File: config.mk
export PLATFORM = sky130hd
export DESIGN_NAME = alw_cdiv
export DESIGN_NICKNAME = d
export VERILOG_FILES = /design/src/hw/rtl/alw_pkg.sv /design/src/hw/rtl/alw_cdiv.sv
export SDC_FILE = /design/constraint.sdc
export NUM_CORES = 1
export LEC_CHECK = 0
export ABC_AREA = 0
export ABC_CLOCK_PERIOD_IN_PS = 20200
export BUFFER_PORTS_ARGS = -buffer_cell sky130_fd_sc_hd__buf_2
export CORE_MARGIN = 3
export CORE_UTILIZATION = 57
export CTS_BUF_LIST = sky130_fd_sc_hd__clkbuf_16
export CTS_CLUSTER_DIAMETER = 80
export DETAILED_ROUTE_END_ITERATION = 6
export HOLD_SLACK_MARGIN = 0.1
export PLACE_DENSITY = 0.91
export RECOVER_POWER = 100
export SYNTH_ARGS = -nofsm -noshare
export SYNTH_HDL_FRONTEND = slang
export SYNTH_SLANG_ARGS = --single-unit
export TNS_END_PERCENT = 10
File: constraint.sdc
create_clock -name clk_i -period 20.2 [get_ports clk_i]
set_clock_uncertainty 0.15 [all_clocks]
set_input_delay 4.04 -clock clk_i [delete_from_list [all_inputs] [get_ports clk_i]]
set_output_delay 4.04 -clock clk_i [all_outputs]
set_load 0.02 [all_outputs]
File: src/hw/rtl/alw_pkg.sv
// adaptive lookahead window: shared types and constants
// used by alw_hist, alw_cdiv, the top module and the bench, depends on nothing
`timescale 1ns / 1ps
`default_nettype none

package alw_pkg;

  localparam int TIME_BITS  = 64;
  localparam int FIELD_BITS = 32;
  localparam int WIDTH_BITS = 59;
  localparam logic [WIDTH_BITS-1:0] WIDTH_MAX = WIDTH_BITS'(1) << (WIDTH_BITS - 1);

  localparam int SCALE    = 100;
  localparam int THR_LOW  = 33;
  localparam int THR_MID  = 66;
  localparam int THR_HIGH = 95;
  localparam int PROD_EXTRA = 7;

  localparam int DIV_LANES    = 2;
  localparam int DIV_WORD     = 64;
  localparam int DIV_STEP     = 8;
  localparam int DIV_CYCLES   = DIV_WORD / DIV_STEP;
  localparam int DIV_CNT_BITS = $clog2(DIV_CYCLES);
  localparam int REM_BITS     = 7;
  localparam int DOWN_BIAS    = 99;
  localparam logic [REM_BITS-1:0] DIV_CONST [DIV_LANES] = '{7'd100, 7'd101};
  localparam int LANE_UP   = 0;
  localparam int LANE_DOWN = 1;

  typedef struct packed {
    logic rd;
    logic upd;
  } hist_ctrl_t;

endpackage

`default_nettype wire

File: src/hw/rtl/alw_cdiv.sv
// two-lane divider by the constants 100 and 101, one byte of quotient per cycle
// depends on alw_pkg
`timescale 1ns / 1ps
`default_nettype none

module alw_cdiv (
  input  wire logic clk_i,
  input  wire logic rst_ni,
  input  wire logic start_i,
  input  wire logic [alw_pkg::DIV_LANES-1:0][alw_pkg::DIV_WORD-1:0] dividend_i,
  output logic      [alw_pkg::DIV_LANES-1:0][alw_pkg::DIV_WORD-1:0] quotient_o,
  output logic      busy_o
);

  function automatic logic [alw_pkg::REM_BITS+alw_pkg::DIV_STEP-1:0] div_step(
    input logic [alw_pkg::REM_BITS-1:0] rem,
    input logic [alw_pkg::DIV_STEP-1:0] dig,
    input logic [alw_pkg::REM_BITS-1:0] dvs
  );
    logic [alw_pkg::REM_BITS:0]   r;
    logic [alw_pkg::REM_BITS-1:0] rr;
    logic [alw_pkg::DIV_STEP-1:0] q;
    rr = rem;
    q  = '0;
    for (int i = alw_pkg::DIV_STEP - 1; i >= 0; i--) begin
      r = {rr, dig[i]};
      if (r >= {1'b0, dvs}) begin
        r    = r - {1'b0, dvs};
        q[i] = 1'b1;
      end
      rr = r[alw_pkg::REM_BITS-1:0];
    end
    return {rr, q};
  endfunction

  logic [alw_pkg::DIV_LANES-1:0][alw_pkg::DIV_WORD-1:0] work_q, work_d;
  logic [alw_pkg::DIV_LANES-1:0][alw_pkg::REM_BITS-1:0] rem_q, rem_d;
  logic [alw_pkg::DIV_CNT_BITS-1:0] cnt_q, cnt_d;
  logic busy_q, busy_d;
  logic [alw_pkg::REM_BITS+alw_pkg::DIV_STEP-1:0] step_res [alw_pkg::DIV_LANES];

  always_comb begin
    for (int l = 0; l < alw_pkg::DIV_LANES; l++) begin
      step_res[l] = div_step(rem_q[l],
                             work_q[l][alw_pkg::DIV_WORD-1 -: alw_pkg::DIV_STEP],
                             alw_pkg::DIV_CONST[l]);
    end
  end

  always_comb begin
    work_d = work_q;
    rem_d  = rem_q;
    cnt_d  = cnt_q;
    busy_d = busy_q;
    if (start_i) begin
      work_d = dividend_i;
      rem_d  = '0;
      cnt_d  = '0;
      busy_d = 1'b1;
    end else if (busy_q) begin
      for (int l = 0; l < alw_pkg::DIV_LANES; l++) begin
        work_d[l] = {work_q[l][alw_pkg::DIV_WORD-alw_pkg::DIV_STEP-1:0],
                     step_res[l][alw_pkg::DIV_STEP-1:0]};
        rem_d[l]  = step_res[l][alw_pkg::REM_BITS+alw_pkg::DIV_STEP-1:alw_pkg::DIV_STEP];
      end
      cnt_d = cnt_q + alw_pkg::DIV_CNT_BITS'(1);
      if (cnt_q == alw_pkg::DIV_CNT_BITS'(alw_pkg::DIV_CYCLES - 1)) begin
        busy_d = 1'b0;
      end
    end
  end

  always_ff @(posedge clk_i or negedge rst_ni) begin
    if (!rst_ni) begin
      work_q <= '0;
      rem_q  <= '0;
      cnt_q  <= '0;
      busy_q <= 1'b0;
    end else begin
      work_q <= work_d;
      rem_q  <= rem_d;
      cnt_q  <= cnt_d;
      busy_q <= busy_d;
    end
  end

  assign quotient_o = work_q;
  assign busy_o     = busy_q;

endmodule

`default_nettype wire

### Word-level counts from Yosys, hierarchy flattened

Cells that the tools add are included.

* bits in registers: 146
* bits in latches: 0
* RAM bits: 0
* memory bits (read-only): 0
* output and inout bits: 129
* word-level logic and storage cells: 82
* memories kept: 0

* add/sub/neg operators: 17
* multipliers: 0
* divide/modulo/power cells: 0
* magnitude comparators: 16
* equal/unequal tests: 1
* shift-type cells: 0
* multiplexer cells: 41
* bitwise logic cells: 0
* reductions and logical operators: 1

Operators by type and width (count)
* 128-bit two-way mux: 2
* 8-bit by 7-bit >= comparator with 1-bit output (second input constant): 16
* 7-bit two-way mux: 16
* 7-bit subtractor (second input constant): 16
* 14-bit two-way mux: 2
* 1-bit two-way mux: 19
* 3-bit two-way mux: 2
* 3-bit by 1-bit adder with 3-bit output (second input constant): 1
* 3-bit == test (second input constant): 1
* 2-bit nonzero test: 1

### Logic depth before layout (Yosys ltp)

Gate-level depths: netlist of run 1.

* word-level depth: 18
* mapped depth: 57
* gate-level depth less buffers: 57

### Worst setup path before layout of run 1

No wires, ideal clock.

* path kind: reg2reg
* start: register work_q, in the netlist quotient_o[127]
* end: register rem_q[12] (netlist bit)
* setup time: 0.122 ns
* arrival time: 10.888 ns
* setup slack: 9.040 ns
* cell stages (with the launch flop): 56
* path buffers: 0
* clock period less this slack: 11.160 ns
* cell sequence: dfrtp_1 > inv_1 > ha_1 > nand2b_1 > a211oi_4 > o21ai_1 > and2_1 > ha_1 > nor2b_1 > nor3_4 > o21a_1 > nor2_2 > xnor2_1 > ha_1 > nor2b_1 > a21o_1 > o211a_2 > a211oi_1 > [20 not listed] > xnor2_2 > ha_1 > nand2b_1 > and2_1 > nor2b_1 > a41o_1 > nor3_1 > nand4_1 > nand2_1 > xnor2_1 > ha_1 > inv_1 > nor2_1 > or4_1 > o31ai_2 > o22ai_2 > a221o_1 > a32o_1

* word-level cells in the longest chain between the ends: 18

Ends and longest elaborated chain
* start: declaration: line alw_cdiv.sv:36 `logic [alw_pkg::DIV_LANES-1:0][alw_pkg::DIV_WORD-1:0] work_q, work_d;`
* start signal: assignment: line alw_cdiv.sv:80 `work_q <= work_d;`
* 7-bit subtractor / 8-bit by 7-bit >= comparator with 1-bit output (equally long branches): line alw_cdiv.sv:28, alw_cdiv.sv:27
* 7-bit two-way mux *: line alw_cdiv.sv:27 `if (r >= {1'b0, dvs}) begin`
* 7-bit subtractor / 8-bit by 7-bit >= comparator with 1-bit output (equally long branches): line alw_cdiv.sv:28, alw_cdiv.sv:27
* 7-bit two-way mux *: line alw_cdiv.sv:27
* 7-bit subtractor / 8-bit by 7-bit >= comparator with 1-bit output (equally long branches): line alw_cdiv.sv:28, alw_cdiv.sv:27
* 7-bit two-way mux *: line alw_cdiv.sv:27
* 7-bit subtractor / 8-bit by 7-bit >= comparator with 1-bit output (equally long branches): line alw_cdiv.sv:28, alw_cdiv.sv:27
* 7-bit two-way mux *: line alw_cdiv.sv:27
* [2 not listed]
* 7-bit subtractor / 8-bit by 7-bit >= comparator with 1-bit output (equally long branches): line alw_cdiv.sv:28, alw_cdiv.sv:27
* 7-bit two-way mux *: line alw_cdiv.sv:27
* 8-bit by 7-bit >= comparator with 1-bit output / 7-bit subtractor (equally long branches): line alw_cdiv.sv:27, alw_cdiv.sv:28
* 7-bit two-way mux *: line alw_cdiv.sv:27
* 7-bit subtractor / 8-bit by 7-bit >= comparator with 1-bit output (equally long branches): line alw_cdiv.sv:28, alw_cdiv.sv:27
* 7-bit two-way mux *: line alw_cdiv.sv:27
* 14-bit two-way mux *: line alw_cdiv.sv:60 `end else if (busy_q) begin`
* 14-bit two-way mux *: line alw_cdiv.sv:55 `if (start_i) begin`
* end signal: assignment: line alw_cdiv.sv:81 `rem_q <= rem_d;`
* end: declaration: line alw_cdiv.sv:37 `logic [alw_pkg::DIV_LANES-1:0][alw_pkg::REM_BITS-1:0] rem_q, rem_d;`

Mark *: on every way between the ends. The rest lies on a longest branch, timed or not. The select of a mux whose other input is x is not followed.
A chain may end at the register's enable or synchronous reset.

### Final worst setup path of run 1

* start: register work_q, in the netlist quotient_o[127]
* end: register rem_q[10] (netlist bit)

Same word-level chain as after synthesis.

==> summary.txt, run 1 <==
Yosys
  • Mapped Area: 11300 µm²
  • Yosys cell types: 116
  • Post-synth EDFFs: 0
  • Synth top cells by count: 179 x nand2_1, 172 x o21ai_0, 146 x dfrtp_1
  • Syn Inst Count: 1309
  • Post-synth ARST share: 100%
  • Mean area per synthesized cell: 8.66 µm²
  • Synth top area share: 32.2%
  • Synthesized net count: 1467
  • Largest area contributor in the netlist: dfrtp_1
  • Ys Warns: 0
  • #FFs+latches synth: 146
  • Ys flop type: dfrtp_1
  • Synth area leaders: dfrtp_1 32%, mux2i_1 11%, o21ai_0 7.6%, nand2_1 5.9%, ha_1 3.0%
  • Count leader, synth: nand2_1
  • Sequential area share after synthesis: 32.2%

Finish
  • Area growth syn-to-layout: 15.4%
  • Share of cells above drive strength 1: 15.0%
  • Fillers: 1512
  • Fin nets: 1683

Worst setup path
  • Most frequent CP cell: ha_1
  • Critical register-to-register path startpoint: quotient_o[127]
  • CP Capture Type: flop
  • Max incr delay on CP: 0.71 ns
  • Reg2reg end: rem_q[10]
  • Reg2reg path depth: 55
  • Critical path class: reg2reg
  • WP data arrival: 14.53 ns
  • Crit path max-delay cell type: a211oi_1
  • Reg2reg setup slack: 5.76 ns
  • CP required: 20.29 ns
  • Cell family with most CP delay: compound AO/OA/AOI/OAI gates
  • Crit Path Max Fanout: 13
  • Buf+Inv Stages, Crit Path: 4
  • CP startpoint kind: flop

Worst hold path
  • Worst hold path depth: 2
  • Min-delay src: cnt_q[2]
  • Worst Hold Class: reg2reg
  • Worst Hold Endpoint: cnt_q[2]

Routing
  • DRC viols: 0
  • DR iter-0 viols: 1150
  • Vias per Instance: 6.40
  • Final WL: 36400 µm
  • DRT Pass-1 Iters: 6
  • Detail-routed net length per standard cell: 20.2 µm
  • Vias: 11500
  • Post-route ant nets: 0

STA
  • Peak Freq: 0.0692 GHz
  • RSZ-0062 raised after global routing: no
  • Fin crit share: 71.5%
  • Setup TNS: 0 ns
  • Final setup fails: 0
  • Final min period: 14.44 ns
  • Fin. max-slew vios: 422
  • Worst slew margin: -232%
  • Slew @ Worst Pin: 4.98 ns
  • Final hold viol count: 0

Floorplanning
  • Die Area: 21600 µm²
  • CORE AREA: 19100 µm²
  • I/O pins: 260
  • Die height: 147 µm
  • Starting density of the core: 59.2%
  • Die X: 147 µm
  • Row count: 50

Flow run
  • Max-cap violation count: 4

CTS
  • Cts repair resizes: 0
  • CTS Sinks: 146
  • TritonCTS clock tree: done
  • Num CTS Buffers: 17
  • Worst-Skew Late Latency: 0.42 ns
  • Root Buffer: clkbuf_16
  • Maximum buffer depth of the clock tree: 2
  • Post-CTS Setup Bufs: 0
  • CTS H-tree lvls: 4
  • Reg clk slew, reported paths: 0.06 ns
  • CTS Hold Bufs: 0

Placed design
  • Port bufs: 259
  • GP Congestion: 0.966
  • Hpwl dp: 26300 µm

GRT
  • Vias in the first global route: 10900
  • Remaining Overflow, GRT: 0
  • Pin count of the biggest net entering global routing: 138
  • Initial antenna violation count: 5
  • Gr usage total: 32.5%
  • First-pass GRT wire length: 57700 µm

Status
  • Failing checks: capacitance limit, slew limit
  • Status: complete, but fails checks
==> registers in the layout (all words and copies together) (netlist names) <==
name,count
busy_o,1
cnt_q,3
quotient_o,128
rem_q,14
==> through the flow <==
stage	hold WS [ns]	cells	cell area, µm²	worst slack, ns	utilization (%)
after floorplan	0.340	1309	11300	9.04	-
after global placement	0.357	1766	12700	7.88	66.6
after detailed placement	0.388	1766	12700	7.34	66.6
after CTS	0.402	1798	13300	7.27	69.7
after global routing	0.433	1803	13100	4.50	68.4
final	0.392	1803	13100	5.76	68.4
==> worst reg2reg max path: cells and delay by family (launching register included) <==
family / cells / cell delay [ns]
adders and majority gates: 8 / 2.40
and+or+nand+nor: 21 / 3.86
AOI/OAI and AO/OA: 17 / 5.64
buffers and inverters: 4 / 0.45
DFF: 1 / 0.44
xor gates and xnor gates: 5 / 1.35
==> worst max path at each step <==
stage / startpoint / endpoint / slack [ns] / cells past startpoint
final: quotient_o[127] / rem_q[10] / 5.76 / 55
after global routing: quotient_o[127] / rem_q[10] / 4.50 / 55
after CTS: quotient_o[127] / rem_q[10] / 7.27 / 55
after detailed placement: quotient_o[127] / rem_q[10] / 7.34 / 55
after global placement: quotient_o[127] / rem_q[10] / 7.88 / 55
after floorplan: quotient_o[127] / rem_q[12] / 9.04 / 55
==> cell families (layout without fill, tap and decap cells) <==
logic type	after synthesis	in the layout	share of synthesized area (%)
xor+xnor	40	40	3.49
fa+ha+maj	27	27	2.98
other cells	0	5	0
simple gates	402	402	17.2
flops	146	146	32.2
compound gates	444	444	27.6
mux	140	140	12.6
buf+inv	110	339	3.85
==> metal layers <==
metal | GRT usage [%] | routed length, µm
met2 | 52.9 | 17400
met1 | 43.3 | 14600
met5 | 0 | 0
met3 | 4.57 | 2710
met4 | 14.6 | 1610
==> cells in the final DEF, fill, tap and decap left out, types with 13 or more instances in the layout <==
master,netlist,layout
nand2_1,179,179
o21ai_0,172,172
dfrtp_1,146,146
clkbuf_1,47,132
mux2i_1,129,129
buf_2,7,129
nor2_1,68,69
a21oi_1,50,52
inv_1,40,40
ha_1,27,27
nand3_1,25,25
xnor2_1,22,23
nor3_1,21,21
o211ai_1,19,19
a211oi_1,17,18
clkbuf_16,0,17
a21o_1,13,13
and2_1,15,13
==> final cells by class <==
type	instances	area, µm²	share of cell area (%)
timing repair buffer	265	1170	8.95
clock buffer	17	425	3.25
antenna	5	12.5	0.0956
inverter	42	158	1.20
sequential	146	3650	27.9
tap	260	325	2.49
multi-input combinational	1053	7170	54.8
clock inverter	15	174	1.33
Power of run 1 is left out: the tool's default activity adds up to more than one toggle a clock period on the data nets, which glitch-free logic cannot reach.
==> run 2, diff against run 1 <==
- ABC_AREA: 0 -> 1
- ABC_CLOCK_PERIOD_IN_PS: 20200 -> 13400
- CORE_UTILIZATION: 57 -> 54
- PLACE_DENSITY: 0.91 -> 0.88
- clock period: 20.2 -> 13.4 ns (I/O delays scaled with it)
==> run 2 against run 1 <==
The flow still finishes with violations (capacitance limit, slew limit). Synthesized cell count rose by 1.9%. Via count fell by 12%. Flip-flop and latch count did not move. Sequential share of layout area rose by 3.6 points. Count of clock-buffer cells in the layout did not move. Design area fell by 11%. Area after synthesis fell by 13%. Core utilization fell by 2.2 points. Critical path type unchanged.
==> summary.txt, run 2 <==
Worst hold path
  • Worst Hold Class: reg2reg
  • Worst hold path depth: 2 (unchanged)
  • Worst Hold Endpoint: rem_q[13]
  • Min-delay src: rem_q[13]

Worst setup path
  • Most frequent CP cell: nand2_1
  • Cell family with most CP delay: simple AND/OR/NAND/NOR gates
  • WP data arrival: 10.15 ns (-4.38 ns)
  • CP Capture Type: flop
  • Critical path class: reg2reg
  • Reg2reg end: rem_q[12]
  • Reg2reg setup slack: 3.27 ns (-2.48 ns)
  • WP depth: 70 (+27%)
  • Max incr delay on CP: 0.78 ns (+0.07 ns)
  • Critical register-to-register path startpoint: quotient_o[127]
  • Buf+Inv Stages, Crit Path: 13 (+9)
  • CP startpoint kind: flop
  • Crit Path Max Fanout: 12 (-1)
  • CP required: 13.42 ns (-6.87 ns)
  • Crit path max-delay cell type: o21ai_0
  • Reg2reg path depth: 70 (+27%)

Yosys
  • Synthesized net count: 1492 (+1.7%)
  • Mapped Area: 9840 µm² (-13%)
  • Count leader, synth: nand2_1
  • Mean area per synthesized cell: 7.37 µm² (-15%)
  • #FFs+latches synth: 146 (unchanged)
  • Ys Warns: 0 (unchanged)
  • Yosys cell types: 44 (-62%)
  • Syn Inst Count: 1334 (+1.9%)
  • Synth top cells by count: 441 x nand2_1, 184 x inv_1, 146 x dfrtp_1
  • Largest area contributor in the netlist: dfrtp_1
  • Sequential area share after synthesis: 37.1% (+4.9 points)
  • Ys flop type: dfrtp_1
  • Post-synth ARST share: 100% (unchanged)
  • Synth top area share: 37.1% (+4.9 points)
  • Post-synth EDFFs: 0 (unchanged)
  • Synth area leaders: dfrtp_1 37%, nand2_1 17%, inv_1 7.0%, o221ai_1 6.1%, nand3_1 6.1%

Finish
  • Most frequent cells in the layout: 452 x nand2_1, 182 x inv_1, 146 x dfrtp_1, 134 x clkbuf_1, 128 x buf_2
  • Area growth syn-to-layout: 18.0%
  • Fin nets: 1728 (+2.7%)
  • Commonest non-fill, non-tap cell in the layout: nand2_1
  • Share of cells above drive strength 1: 16.6% (+1.7 points)
  • Number of flip-flops in the largest register: 128 (unchanged)
  • Fillers: 1599 (+5.8%)

Status
  • Failing checks: capacitance limit, slew limit
  • Status: complete, but fails checks

Floorplanning
  • Die X: 141 µm (-4.1%)
  • Row count: 48 (-4.0%)
  • CORE AREA: 17500 µm² (-8.4%)
  • I/O pins: 260 (unchanged)
  • Die height: 141 µm (-4.1%)
  • Die Area: 19900 µm² (-8.1%)
  • Starting density of the core: 56.1% (-3.2 points)

CTS
  • Root Buffer: clkbuf_16
  • Reg clk slew, reported paths: 0.06 ns (about the same)
  • Num CTS Buffers: 17 (unchanged)
  • Cts repair resizes: 0 (unchanged)
  • CTS Sinks: 146 (unchanged)
  • Maximum buffer depth of the clock tree: 2 (unchanged)
  • Worst-Skew Late Latency: 0.43 ns (about the same)
  • CTS H-tree lvls: 4 (unchanged)
  • Post-CTS Setup Bufs: 0 (unchanged)
  • TritonCTS clock tree: done
  • CTS Hold Bufs: 0 (unchanged)

STA
  • Fin. max-slew vios: 332 (-21%)
  • Final hold viol count: 0 (unchanged)
  • Setup TNS: 0 ns (unchanged)
  • RSZ-0062 raised after global routing: no
  • Peak Freq: 0.0987 GHz (+43%)
  • Final min period: 10.13 ns (-4.32 ns)
  • Fin crit share: 75.6% (+4.1 points)
  • Slew @ Worst Pin: 4.84 ns (-0.139 ns)
  • Final setup fails: 0 (unchanged)
  • Worst slew margin: -223% (+9.2 points)

Routing
  • DRC viols: 0 (unchanged)
  • Final WL: 31300 µm (-14%)
  • DR iter-0 viols: 858 (-25%)
  • Post-route ant nets: 0 (unchanged)
  • Vias per Instance: 5.62 (-12%)
  • Detail-routed net length per standard cell: 17.3 µm (-14%)
  • DRT Pass-1 Iters: 5 (-1)
  • Vias: 10200 (-12%)

Placed design
  • GP Congestion: 0.932 (-3.5%)
  • Hpwl dp: 23200 µm (-12%)
  • Port bufs: 259 (unchanged)

GRT
  • Vias in the first global route: 9904 (-9.4%)
  • First-pass GRT wire length: 50300 µm (-13%)
  • Pin count of the biggest net entering global routing: 95 (-31%)
  • Gr usage total: 31.5% (-0.99 points)
  • Initial antenna violation count: 2 (-3)
  • Remaining Overflow, GRT: 0 (unchanged)

Flow run
  • Max-cap violation count: 5 (+1)
## run 2: cell families (layout without fill, tap and decap cells)
logic type      after synthesis  in the layout  share of synthesized area (%)
xor+xnor                     34             34                           3.10
other cells                   0              1                              0
buf+inv                     252            501                           10.3
flops                       146            146                           37.1
simple gates                696            696                           32.0
fa+ha+maj                    27             27                           3.43
compound gates              179            179                           14.0
## run 2: final cells by class
class                      instances  area, µm²  share of cell area (%)
timing repair buffer             265       1170                    10.0
clock buffer                      17        425                    3.67
multi-input combinational        936       5110                    44.1
sequential                       146       3650                    31.5
tap                              225        282                    2.43
clock inverter                    15        191                    1.65
inverter                         204        769                    6.63
antenna                            1       2.50                  0.0216
## run 2: worst max-delay path by stage
stage	from	end	slack [ns]
final	quotient_o[127]	rem_q[12]	3.27
after global routing	quotient_o[127]	rem_q[7]	2.13
after CTS	quotient_o[127]	rem_q[12]	4.69
after detailed placement	quotient_o[127]	rem_q[12]	4.73
after global placement	quotient_o[127]	rem_q[9]	5.21
after floorplan	quotient_o[127]	rem_q[7]	5.66
## run 2: worst reg2reg max path, delay by kind of cell (launching register included)
kind	cells	cell delay, ns
compound gates	5	1.37
fa+ha+maj	8	1.50
buf+inv	13	1.17
simple gates	44	5.29
flops	1	0.41
## run 2: stage by stage
stage	std cells	area [µm²]	hold WS (ns)	worst slack [ns]	utilization [%]
final	1809	11600	0.344	3.27	66.2
after floorplan	1334	9840	0.299	5.66	-
after CTS	1808	11900	0.338	4.69	67.6
after global placement	1776	11200	0.320	5.21	64.1
after global routing	1809	11600	0.372	2.13	66.2
after detailed placement	1776	11200	0.322	4.73	64.1
## run 2: layer usage
layer  track usage (%)  share of wire [%]
met2              51.8                 48
met5                 0              0.057
met3              6.99                8.5
met4              12.0                2.9
met1              40.7                 41
Power of run 2 is left out for the same reason.
