File: config.mk
export PLATFORM = sky130hd
export DESIGN_NAME = alw_hist
export DESIGN_NICKNAME = d
export VERILOG_FILES = /design/src/hw/rtl/alw_pkg.sv /design/src/hw/rtl/alw_ram.sv /design/src/hw/rtl/alw_hist.sv
export SDC_FILE = /design/constraint.sdc
export NUM_CORES = 1
export LEC_CHECK = 0
export BUFFER_PORTS_ARGS = -buffer_cell sky130_fd_sc_hd__buf_2
export CAP_MARGIN = 40
export CELL_PAD_IN_SITES_DETAIL_PLACEMENT = 0
export CELL_PAD_IN_SITES_GLOBAL_PLACEMENT = 1
export CORE_AREA = 3 3 343 345
export CTS_BUF_LIST = sky130_fd_sc_hd__clkbuf_4 sky130_fd_sc_hd__clkbuf_8
export CTS_CLUSTER_DIAMETER = 40
export DETAILED_ROUTE_END_ITERATION = 10
export DIE_AREA = 0 0 346 348
export GPL_ROUTABILITY_DRIVEN = 0
export HOLD_SLACK_MARGIN = 0.03
export PLACE_DENSITY_LB_ADDON = 0.12
export RECOVER_POWER = 25
export SLEW_MARGIN = 25
export SYNTH_ARGS = -nofsm -noshare
export SYNTH_HDL_FRONTEND = slang
export SYNTH_SLANG_ARGS = --single-unit
File: constraint.sdc
create_clock -name clk_i -period 3.4 [get_ports clk_i]
set_input_delay 0.34 -clock clk_i [delete_from_list [all_inputs] [get_ports clk_i]]
set_output_delay 0.34 -clock clk_i [all_outputs]
set_load 0.05 [all_outputs]
File: src/hw/rtl/alw_pkg.sv
// adaptive lookahead window: shared types and constants
// used by alw_hist, alw_cdiv, the top module and the bench, depends on nothing
`timescale 1ns / 1ps
`default_nettype none

package alw_pkg;

  localparam int TIME_BITS  = 64;
  localparam int FIELD_BITS = 32;
  localparam int WIDTH_BITS = 59;
  localparam logic [WIDTH_BITS-1:0] WIDTH_MAX = WIDTH_BITS'(1) << (WIDTH_BITS - 1);

  localparam int SCALE    = 100;
  localparam int THR_LOW  = 33;
  localparam int THR_MID  = 66;
  localparam int THR_HIGH = 95;
  localparam int PROD_EXTRA = 7;

  localparam int DIV_LANES    = 2;
  localparam int DIV_WORD     = 64;
  localparam int DIV_STEP     = 8;
  localparam int DIV_CYCLES   = DIV_WORD / DIV_STEP;
  localparam int DIV_CNT_BITS = $clog2(DIV_CYCLES);
  localparam int REM_BITS     = 7;
  localparam int DOWN_BIAS    = 99;
  localparam logic [REM_BITS-1:0] DIV_CONST [DIV_LANES] = '{7'd100, 7'd101};
  localparam int LANE_UP   = 0;
  localparam int LANE_DOWN = 1;

  typedef struct packed {
    logic rd;
    logic upd;
  } hist_ctrl_t;

endpackage

`default_nettype wire

File: src/hw/rtl/alw_ram.sv
// generic single-port-write, single-port-read ram with registered read
// no dependencies
`timescale 1ns / 1ps
`default_nettype none

module alw_ram #(
  parameter int WIDTH = 64,
  parameter int DEPTH = 16
) (
  input  wire logic                     clk_i,
  input  wire logic                     we_i,
  input  wire logic [$clog2(DEPTH)-1:0] waddr_i,
  input  wire logic [WIDTH-1:0]         wdata_i,
  input  wire logic                     re_i,
  input  wire logic [$clog2(DEPTH)-1:0] raddr_i,
  output logic      [WIDTH-1:0]         rdata_o
);

  logic [WIDTH-1:0] mem_q [DEPTH];
  logic [WIDTH-1:0] rdata_q;

  always_ff @(posedge clk_i) begin
    if (we_i) begin
      mem_q[waddr_i] <= wdata_i;
    end
    if (re_i) begin
      rdata_q <= mem_q[raddr_i];
    end
  end

  assign rdata_o = rdata_q;

endmodule

`default_nettype wire

File: src/hw/rtl/alw_hist.sv
// count history ring: ram of past rounds, valid bits, slot pointer, running sums
// depends on alw_pkg and alw_ram
`timescale 1ns / 1ps
`default_nettype none

module alw_hist #(
  parameter int HISTORY_DEPTH = 16,
  parameter int COUNT_BITS    = 32,
  parameter int TOTAL_BITS    = COUNT_BITS + $clog2(HISTORY_DEPTH)
) (
  input  wire logic                    clk_i,
  input  wire logic                    rst_ni,
  input  wire alw_pkg::hist_ctrl_t     ctrl_i,
  input  wire logic [COUNT_BITS-1:0]   exec_count_i,
  input  wire logic [COUNT_BITS-1:0]   commit_count_i,
  output logic      [TOTAL_BITS-1:0]   exec_total_o,
  output logic      [TOTAL_BITS-1:0]   commit_total_o,
  output logic      [TOTAL_BITS-1:0]   commit_before_o
);

  localparam int PTR_BITS = $clog2(HISTORY_DEPTH);

  logic [PTR_BITS-1:0]      ptr_q, ptr_d;
  logic [HISTORY_DEPTH-1:0] valid_q, valid_d;
  logic                     old_valid_q, old_valid_d;
  logic [TOTAL_BITS-1:0]    exec_total_q, exec_total_d;
  logic [TOTAL_BITS-1:0]    commit_total_q, commit_total_d;
  logic [TOTAL_BITS-1:0]    commit_before_q, commit_before_d;
  logic [2*COUNT_BITS-1:0]  rdata;
  logic [COUNT_BITS-1:0]    old_exec, old_commit;

  alw_ram #(
    .WIDTH(2 * COUNT_BITS),
    .DEPTH(HISTORY_DEPTH)
  ) u_ram (
    .clk_i  (clk_i),
    .we_i   (ctrl_i.upd),
    .waddr_i(ptr_q),
    .wdata_i({commit_count_i, exec_count_i}),
    .re_i   (ctrl_i.rd),
    .raddr_i(ptr_q),
    .rdata_o(rdata)
  );

  // never-written slots read as zero
  assign old_exec   = old_valid_q ? rdata[COUNT_BITS-1:0] : '0;
  assign old_commit = old_valid_q ? rdata[2*COUNT_BITS-1:COUNT_BITS] : '0;

  always_comb begin
    ptr_d           = ptr_q;
    valid_d         = valid_q;
    old_valid_d     = old_valid_q;
    exec_total_d    = exec_total_q;
    commit_total_d  = commit_total_q;
    commit_before_d = commit_before_q;
    if (ctrl_i.rd) begin
      old_valid_d = valid_q[ptr_q];
    end
    if (ctrl_i.upd) begin
      exec_total_d    = exec_total_q - TOTAL_BITS'(old_exec) + TOTAL_BITS'(exec_count_i);
      commit_total_d  = commit_total_q - TOTAL_BITS'(old_commit)
                        + TOTAL_BITS'(commit_count_i);
      commit_before_d = commit_total_q;
      valid_d[ptr_q]  = 1'b1;
      ptr_d = (ptr_q == PTR_BITS'(HISTORY_DEPTH - 1)) ? '0 : ptr_q + PTR_BITS'(1);
    end
  end

  always_ff @(posedge clk_i or negedge rst_ni) begin
    if (!rst_ni) begin
      ptr_q           <= '0;
      valid_q         <= '0;
      old_valid_q     <= 1'b0;
      exec_total_q    <= '0;
      commit_total_q  <= '0;
      commit_before_q <= '0;
    end else begin
      ptr_q           <= ptr_d;
      valid_q         <= valid_d;
      old_valid_q     <= old_valid_d;
      exec_total_q    <= exec_total_d;
      commit_total_q  <= commit_total_d;
      commit_before_q <= commit_before_d;
    end
  end

  assign exec_total_o    = exec_total_q;
  assign commit_total_o  = commit_total_q;
  assign commit_before_o = commit_before_q;

endmodule

`default_nettype wire

### Word level (Yosys, flattened, before mapping)

Memories as Yosys holds them, arrays and structs flattened. A register that Yosys moved wholly into a read port is not among the register bits.
Cells that the tools add are included.

| operators by class | value |
|---|---|
| add/subtract/negate cells | 5 |
| order comparisons | 2 |
| equality and inequality tests | 1 |
| multiplexer cells | 9 |
| bitwise operators | 1 |
| reductions and logical operators | 1 |

Operators with widths:

| cell | number |
|---|---|
| $add 36x32->36 | 2 |
| $sub 36x32->36 | 2 |
| $mux 32 | 2 |
| $or 16x16->16 | 1 |
| $lt 4x5->1 const B | 1 |
| $add 4x1->4 const B | 1 |
| $bmux 1 s4 | 1 |
| $demux 1 s4 | 1 |
| $eq 4x4->1 const B | 1 |
| $ge 4x1->1 const B | 1 |
| $mux 1 | 4 |
| $mux 4 | 1 |
| $logic_and 1x1->1 | 1 |

| storage, ports and cells | value |
|---|---|
| register bits | 129 |
| memory bits (writable) | 1024 |
| bits of input ports | 68 |
| memories | 1 |

Memory list:

| name | depth | bits a word | rd ports | clocked after Yosys merged registers in | write ports | line | source |
|---|---|---|---|---|---|---|---|
| u_ram.mem_q | 16 | 64 | 1 | 1 | 1 | alw_ram.sv:19 | `logic [WIDTH-1:0] mem_q [DEPTH];` |

### Depth between registers and ports, before layout

Gate-level depths: netlist of the first run.

| depth | value |
|---|---|
| depth after elaboration | 5 |
| gate-level depth with buffers | 16 |

### Cells and area by module

From an unflattened synthesis of the first run, not the netlist that was laid out.

| unflattened totals | value |
|---|---|
| cell total of the unflattened synthesis | 2980 |
| area total of the unflattened synthesis | 51747.1 sq um |

By module, submodules not included:

| module | times used | cells an instance | area each (sq um) | seq. area each (sq um) |
|---|---|---|---|---|
| alw_ram | 1 | 1647 | 40222.3 | 32671.3 |
| alw_hist | 1 | 1333 | 11524.8 | 3228.1 |

### Least setup slack after synthesis of the first run

No wires, ideal clock.

| timing path | value |
|---|---|
| kind | register to register |
| from | reg old_valid_q |
| to | reg exec_total_q[28] (netlist: exec_total_o[28]) |
| setup time | 0.120 ns |
| arrival | 3.563 ns |
| required time | 3.280 ns |
| slack | -0.283 ns |
| stages on the path, launching flop included | 17 |
| buffers on the path | 2 |
| clock period less this slack | 3.683 ns |
| path through | dfrtp_1 > clkbuf_1 > clkbuf_1 > and2_1 > ha_1 > inv_1 > ha_1 > fa_1 > a21o_1 > a21o_1 > a2111oi_4 > o211ai_2 > o311ai_2 > a21oi_1 > o21ai_1 > nand3_1 > a31o_1 |

| between the ends | value |
|---|---|
| longest elaborated chain between the ends | 3 |

RTL lines:

| what | line | source |
|---|---|---|
| start: declaration | alw_hist.sv:25 | `logic old_valid_q, old_valid_d;` |
| start signal: assignment | alw_hist.sv:80 | `old_valid_q <= old_valid_d;` |
| $mux 32 | alw_hist.sv:46 | `assign old_exec = old_valid_q ? rdata[COUNT_BITS-1:0] : '0;` |
| $sub 36x32->36 | alw_hist.sv:60 | `exec_total_d = exec_total_q - TOTAL_BITS'(old_exec) + TOTAL_BITS'(exec_count_i);` |
| $add 36x32->36 | alw_hist.sv:60 |  |
| end signal: assignment | alw_hist.sv:81 | `exec_total_q <= exec_total_d;` |
| end: declaration | alw_hist.sv:26 | `logic [TOTAL_BITS-1:0] exec_total_q, exec_total_d;` |

Every way passes these cells.
A chain may end at the register's enable or synchronous reset.

### Worst setup path in the final report of the first run

| timing path | value |
|---|---|
| from | reg old_valid_q |
| to | reg commit_total_q[35] (netlist: commit_total_o[35]) |

| between the ends | value |
|---|---|
| longest elaborated chain between the ends | 3 |

RTL lines:

| what | line | source |
|---|---|---|
| $mux 32 | alw_hist.sv:47 | `assign old_commit = old_valid_q ? rdata[2*COUNT_BITS-1:COUNT_BITS] : '0;` |
| $sub 36x32->36 | alw_hist.sv:61 | `commit_total_d = commit_total_q - TOTAL_BITS'(old_commit)` |
| $add 36x32->36 | alw_hist.sv:62 | `+ TOTAL_BITS'(commit_count_i);` |
| end signal: assignment | alw_hist.sv:82 | `commit_total_q <= commit_total_d;` |
| end: declaration | alw_hist.sv:27 | `logic [TOTAL_BITS-1:0] commit_total_q, commit_total_d;` |

Every way passes these cells.

==> reports/results.ini, run 1 <==
[outcome]
outcome = complete, but fails checks
failed_checks = negative setup slack

[yosys]
synth_xor_area_share_pct = 0.902
synth_common_cells = edfxtp_1 (1,088), mux4_2 (325), inv_1 (284), dfrtp_1 (129), and2_1 (84)
synth_top_area_share_pct = 63.5
synth_edf_count = 1088
synth.avg_cell_area_um2 = 18.6
synthesis.area_um2 = 51400
synth_area_leader_cell = edfxtp_1
async_flop_share_pct = 10.6
yosys.area_share.simple_pct = 2.99
yosysMostFrequentCell = edfxtp_1
synth_ff_type = edfxtp_1
synth.area.top_cells = edfxtp_1 (64%), mux4_2 (14%), dfrtp_1 (6.3%), fa_1 (2.5%), inv_1 (2.1%)
synth_compound_area_share_pct = 3.62
ys_types = 70
synth_nets = 2971
synth_top_family_by_area = multiplexers
ys_seq_area_share_pct = 69.8
synthAdderAreaFrac_pct = 4.34
ys_seq_elements = 1217
synthMuxAreaShare_pct = 15.4
yosys_warnings = 0
syn_inst = 2763

[critical_path]
path_max_fanout = 21
worstSetupStartpointType = flop
r2r_end = commit_total_o[35]
worstSetupEndpoint = commit_total_o[35]
cp.arrival_ns = 4.69
worstPathRequired_ns = 4.19
reg2reg_from = old_valid_q
crit_family = compound AO/OA/AOI/OAI gates
crit_cells = 15
rrSetupSlack_ns = -0.50
crit_path_cell_trace = buf_12 > and2_1 > fa_1 > inv_1 > ha_4 > and2_4 > nand3_2 > a211o_4 > a2111oi_4 > buf_4 > o2111a_2 > o311ai_4 > o21ai_2 > mux2i_1 > xor2_1
setup.worst_path.start = old_valid_q
cpPeakStageDelay_ns = 0.47
crit_slowest_cell = fa_1
critical_path_class = flop to flop
endpoint_kind = flop
cp.buffers_inverters = 3
rr_worst_depth = 15

[place]
dpl.hpwl_mm = 78.1
pre_cts_ws_ns = -0.599
port_buffers = 175
dp.cells = 4650

[global_route]
grt_max_degree = 93
grt_remaining_overflow = 0
grt_antenna_before_repair = 5
grt_pass1_wl_mm = 196
first_global_vias = 30000
grt_util_all_layers_pct = 22.1

[pwr]
p_leak_nw = 22.8
powerDensity_nw_per_um2 = 1100
worst_ir_drop_vdd_v = 0.000656

[timing]
setup_violations = 44
period_share_pct = 115
tns_ns = -9.78
hold_viol_final = 0
period_minus_slack_ns = 3.90
grt_setup_unrepaired = yes
worst_slack_ns = -0.496
worst_pin_slew_ns = 0.854
drv_slew = 0
slew_headroom_pct = 43.1
clock_skew_ns = 0.0435
fmax_mhz = 257

[floorplan]
start_util_pct = 44.9
core_area_um2 = 115000
die_area_um2 = 120000
fp.dieW_um = 346
core.rowCount = 124
pin_count = 176
die_y_um = 348

[routing]
wl_per_cell_um = 25.6
drt-initial-drc-count = 2447
drtPass1Iterations = 5
ant_nets = 0
totalWireLength_mm = 131
drc = 0
vias = 28100
via_per_inst = 5.48

[clock_network]
ctsLongestPathBuffers = 3
cts_tree = built
cts_buffers = 210
cts_max_level = 4
clk_latency_ns = 0.88
cts_root_buf = clkbuf_8
clkTransAtPathRegs_ns = 0.06
clock_sinks = 1217

[final_layout]
num-nets-final = 3654
area_growth_pct = 21.9
drive_gt1_share_pct = 35.9
nFillCells = 9095
finalNonFillerCells = 5138

[run]
maxCapViolations = 0

[hold_path]
hold_path_class = primary input to flop

-- worst min-delay path by stage --
stage	start	end	slack [ns]	depth (start not counted)
global route	exec_count_i[14]	u_ram.mem_q[4][14]	0.28	2
global placement	rst_ni	exec_total_o[4]	0.44	1
finish	exec_count_i[14]	u_ram.mem_q[4][14]	0.32	2
detailed placement	valid_q[3]	valid_q[3]	0.45	1
CTS	exec_count_i[14]	u_ram.mem_q[4][14]	0.12	2
floorplan	rst_ni	commit_before_o[0]	0.04	0
-- cell type report --
class / instances / area (µm²) / share of cell area, %
well taps: 1512 / 1890 / 3.02
flip-flops and latches: 1217 / 35900 / 57.3
clock buffers: 289 / 3560 / 5.68
clock inverters: 101 / 953 / 1.52
repair buffers: 583 / 4580 / 7.30
multi-input cells: 1149 / 14700 / 23.5
inverters: 285 / 1070 / 1.71
diodes: 2 / 5.00 / 0.00798
-- flip-flops by register name, indices dropped and copies added (netlist names) --
| name | flops |
|---|---|
| valid_q | 16 |
| commit_before_o | 36 |
| commit_total_o | 36 |
| u_ram.rdata_o | 64 |
| exec_total_o | 36 |
| ptr_q | 4 |
| old_valid_q | 1 |
| u_ram.mem_q | 1024 |
-- power by group --
part / switching, mW / internal (mW)
clock network: 6.08 / 7.93
logic: 18.5 / 16.4
registers: 1.16 / 19.0
total: 25.7 / 43.3
-- metrics by stage --
stage / hold slack [ns] / utilization, % / power [mW] / area (µm²)
after global placement: 0.443 / 49.7 / 52.2 / 56900
final: 0.323 / 54.8 / 69.1 / 62700
after global routing: 0.280 / 54.8 / 73.4 / 62700
after detailed placement: 0.450 / 49.7 / 52.5 / 56900
after floorplan: 0.0444 / - / 41.0 / 51600
after CTS: 0.120 / 54.6 / 68.3 / 62500
-- layout by cell type (no fill, tap or decap), types with 39 or more instances in the layout --
master	n
edfxtp_1	1088
mux4_2	325
inv_1	282
buf_4	253
clkbuf_8	223
buf_2	124
dfrtp_1	118
clkbuf_1	79
nand2_1	75
dlygate4sd3_1	69
ha_1	67
and2_1	66
clkbuf_4	66
fa_1	62
a21oi_1	55
buf_12	48
o21ai_0	45
a21o_1	44
nor2_1	39
-- layer usage --
metal | GRT usage (%) | vias up | wire length (µm)
met5 | 0 | - | 0
met4 | 5.73 | 0 | 2150
met3 | 3.64 | 171 | 7110
met2 | 35.4 | 848 | 63500
met1 | 31.8 | 14900 | 58600
li1 | - | 12200 | -
-- kinds of logic after synthesis --
kind of cell               after synthesis
AOI/OAI and AO/OA                      278
xor gates and xnor gates                53
adders and majority gates              140
buffers and inverters                  397
DFF                                   1217
muxes                                  383
and+or+nand+nor                        295
-- what timing repair did --
action | CTS | global route
pin swaps | 41 | 33
endpoints found under the setup margin | 44 | 52
endpoints found under the hold margin | 1149 | 0
buffers inserted | 17 | 10
hold buffers | 69 | 0
gates resized for setup | 66 | 58
(Power assumes the default switching activity.)
==> inputs of run 2 (changes only) <==
--- a/config.mk
+++ b/config.mk
@@ -10,9 +10,9 @@
 export CELL_PAD_IN_SITES_DETAIL_PLACEMENT = 0
 export CELL_PAD_IN_SITES_GLOBAL_PLACEMENT = 1
-export CORE_AREA = 3 3 343 345
+export CORE_AREA = 3 3 363 365
 export CTS_BUF_LIST = sky130_fd_sc_hd__clkbuf_4 sky130_fd_sc_hd__clkbuf_8
 export CTS_CLUSTER_DIAMETER = 40
 export DETAILED_ROUTE_END_ITERATION = 10
-export DIE_AREA = 0 0 346 348
+export DIE_AREA = 0 0 366 368
 export GPL_ROUTABILITY_DRIVEN = 0
 export HOLD_SLACK_MARGIN = 0.03
==> constraint.sdc (replaced) <==
create_clock -name clk_i -period 3.4 [get_ports clk_i]
set_input_delay 0.85 -clock clk_i [delete_from_list [all_inputs] [get_ports clk_i]]
set_output_delay 0.85 -clock clk_i [all_outputs]
set_load 0.05 [all_outputs]
==> run 2 against run 1 <==
  * The run still ends with negative setup slack left
  * Cell area shrank 0.78%
  * Sequential power is essentially flat
  * Non-clock buffer count shrank 55
  * Wire length grew 2.6%
  * Sequential share of layout area grew 0.44 points
  * First-iteration DRC count shrank 11%
  * Hold slack lost 0.13 ns
  * Cell count grew 3.2%
  * Critical path type unchanged
  * Largest power group unchanged
  * Highest routed layer unchanged
==> reports/results.ini, run 2 (synthesis gave the netlist of run 1 again) <==
[pwr]
p_leak_nw = 22.4
power_switching_share_pct = 37.6
pwr-share-seq_pct = 29.7
comb_power_share_pct = 50.8
switchingPower_mw = 25.7
intPower_mw = 42.8
powerDensity_nw_per_um2 = 1100
worst_ir_drop_vdd_v = 0.000661
clkPwrFrac_pct = 19.5

[global_route]
grt_max_degree = 66
grt_antenna_before_repair = 2
first_global_vias = 29900
grt_pass1_wl_mm = 200
grt_util_all_layers_pct = 20.2
grt_remaining_overflow = 0

[hold_path]
hold_path_class = primary input to flop

[run]
maxCapViolations = 0

[place]
dpl.hpwl_mm = 80.9
port_buffers = 175

[critical_path]
cp.buffers_inverters = 3
critical_path_class = flop to flop
cpPeakStageDelay_ns = 0.55
crit_family = compound AO/OA/AOI/OAI gates
worstSetupStartpointType = flop
path_max_fanout = 11
crit_path_cell_trace = buf_12 > and2_1 > fa_1 > inv_2 > ha_4 > and2_4 > nand3_2 > a211o_4 > a2111oi_4 > buf_4 > o2111a_2 > o311ai_4 > a21oi_2 > mux2i_1 > nand2_1
cp.arrival_ns = 4.62
worstPathRequired_ns = 4.17
endpoint_kind = flop
crit_slowest_cell = fa_1

[final_layout]
drive_gt1_share_pct = 36.3
area_growth_pct = 21.0
final_common_cell = edfxtp_1
num-nets-final = 3595
layout_common_cells = edfxtp_1 (1,088), mux4_2 (325), inv_1 (274), buf_4 (239), clkbuf_8 (212)
largest_register_ffs = 1024
top_register = u_ram.mem_q

[timing]
period_share_pct = 113
drv_slew = 0
grt_setup_unrepaired = yes
clock_skew_ns = 0.0419
worst_pin_slew_ns = 0.890
whs_ns = 0.197
slew_headroom_pct = 40.7
setup_violations = 50
hold_viol_final = 0
worst_slack_ns = -0.451
tns_ns = -11.49
fmax_mhz = 260
period_minus_slack_ns = 3.85

[clock_network]
cts_root_buf = clkbuf_8
clk_latency_ns = 0.91
cts_max_level = 4
clkTransAtPathRegs_ns = 0.06
ctsLongestPathBuffers = 3
cts_buffers = 206
cts_tree = built
clock_sinks = 1217

[routing]
ant_nets = 0
totalWireLength_mm = 135
drc = 0
drt-met1-wl_mm = 58.6
drtPass1Iterations = 6
route.met2.wl_mm = 66.3
drt-initial-drc-count = 2176
wl_per_cell_um = 25.4
via_per_inst = 5.22
vias = 27700
wl_met3_mm = 6.97
routed.top_layer = met4

[floorplan]
pin_count = 176
core.rowCount = 132
die_area_um2 = 135000
start_util_pct = 39.8
fp.dieW_um = 366
core_area_um2 = 129000
die_y_um = 368

[outcome]
failed_checks = negative setup slack
outcome = complete, but fails checks

==> run 2: metrics by stage <==
step / power (mW) / std cells / setup WS [ns] / util (%) / cell area, µm²
final: 68.5 / 5302 / -0.451 / 48.2 / 62200
after global routing: 73.0 / 5301 / -0.591 / 48.2 / 62200
after CTS: 68.4 / 5288 / -0.486 / 48.1 / 62200
after detailed placement: 53.4 / 4898 / -0.789 / 44.5 / 57500
after global placement: 53.1 / 4898 / -0.788 / 44.5 / 57500
after floorplan: 41.4 / 2763 / -0.227 / - / 51700
==> run 2: per-layer routing <==
layer / vias up / global-route usage [%]
li1: 12100 / -
met1: 14700 / 27.5
met2: 716 / 33.4
met3: 200 / 3.85
met4: 0 / 5.70
met5: - / 0
==> run 2: worst paths after layout <==
path                             startpoint            endpoint  slack [ns]  cells past startpoint
max in group asynchronous            rst_ni         valid_q[12]        2.18                      3
min in group asynchronous            rst_ni     exec_total_o[4]        0.49                      2
worst max register to register  old_valid_q  commit_total_o[31]       -0.45                     15
worst min register to register   valid_q[6]          valid_q[6]        0.47                      1
worst max-delay path            old_valid_q  commit_total_o[31]       -0.45                     15
worst min-delay path              ctrl_i[0]    exec_total_o[16]        0.20                      2
==> run 2: layout make-up <==
cell class	count	area [µm²]
antenna	2	5.00
clock buffer	287	3480
clock inverter	92	744
fill	11000	66900
inverter	285	1100
multi-input combinational	1149	14800
sequential	1217	35900
tap	1742	2180
timing repair buffer	528	4020
==> run 2: power by group through the flow <==
stage | clock network (mW) | logic, mW | registers [mW]
2_1_floorplan | 0 | 19.2 | 22.2
3_3_place_gp | 0 | 32.5 | 20.6
3_5_place_dp | 0 | 32.7 | 20.7
4_1_cts | 13.8 | 34.3 | 20.4
5_1_grt | 14.4 | 38.0 | 20.6
6_report | 13.4 | 34.8 | 20.3
==> run 2: what timing repair did <==
item / CTS / global route
buffers inserted: 10 / 11
hold endpoints to repair: 52 / 0
resized for setup: 72 / 49
pin swaps: 25 / 23
hold buffers: 1 / 0
setup endpoints to repair: 50 / 53
gates cloned: 1 / 0
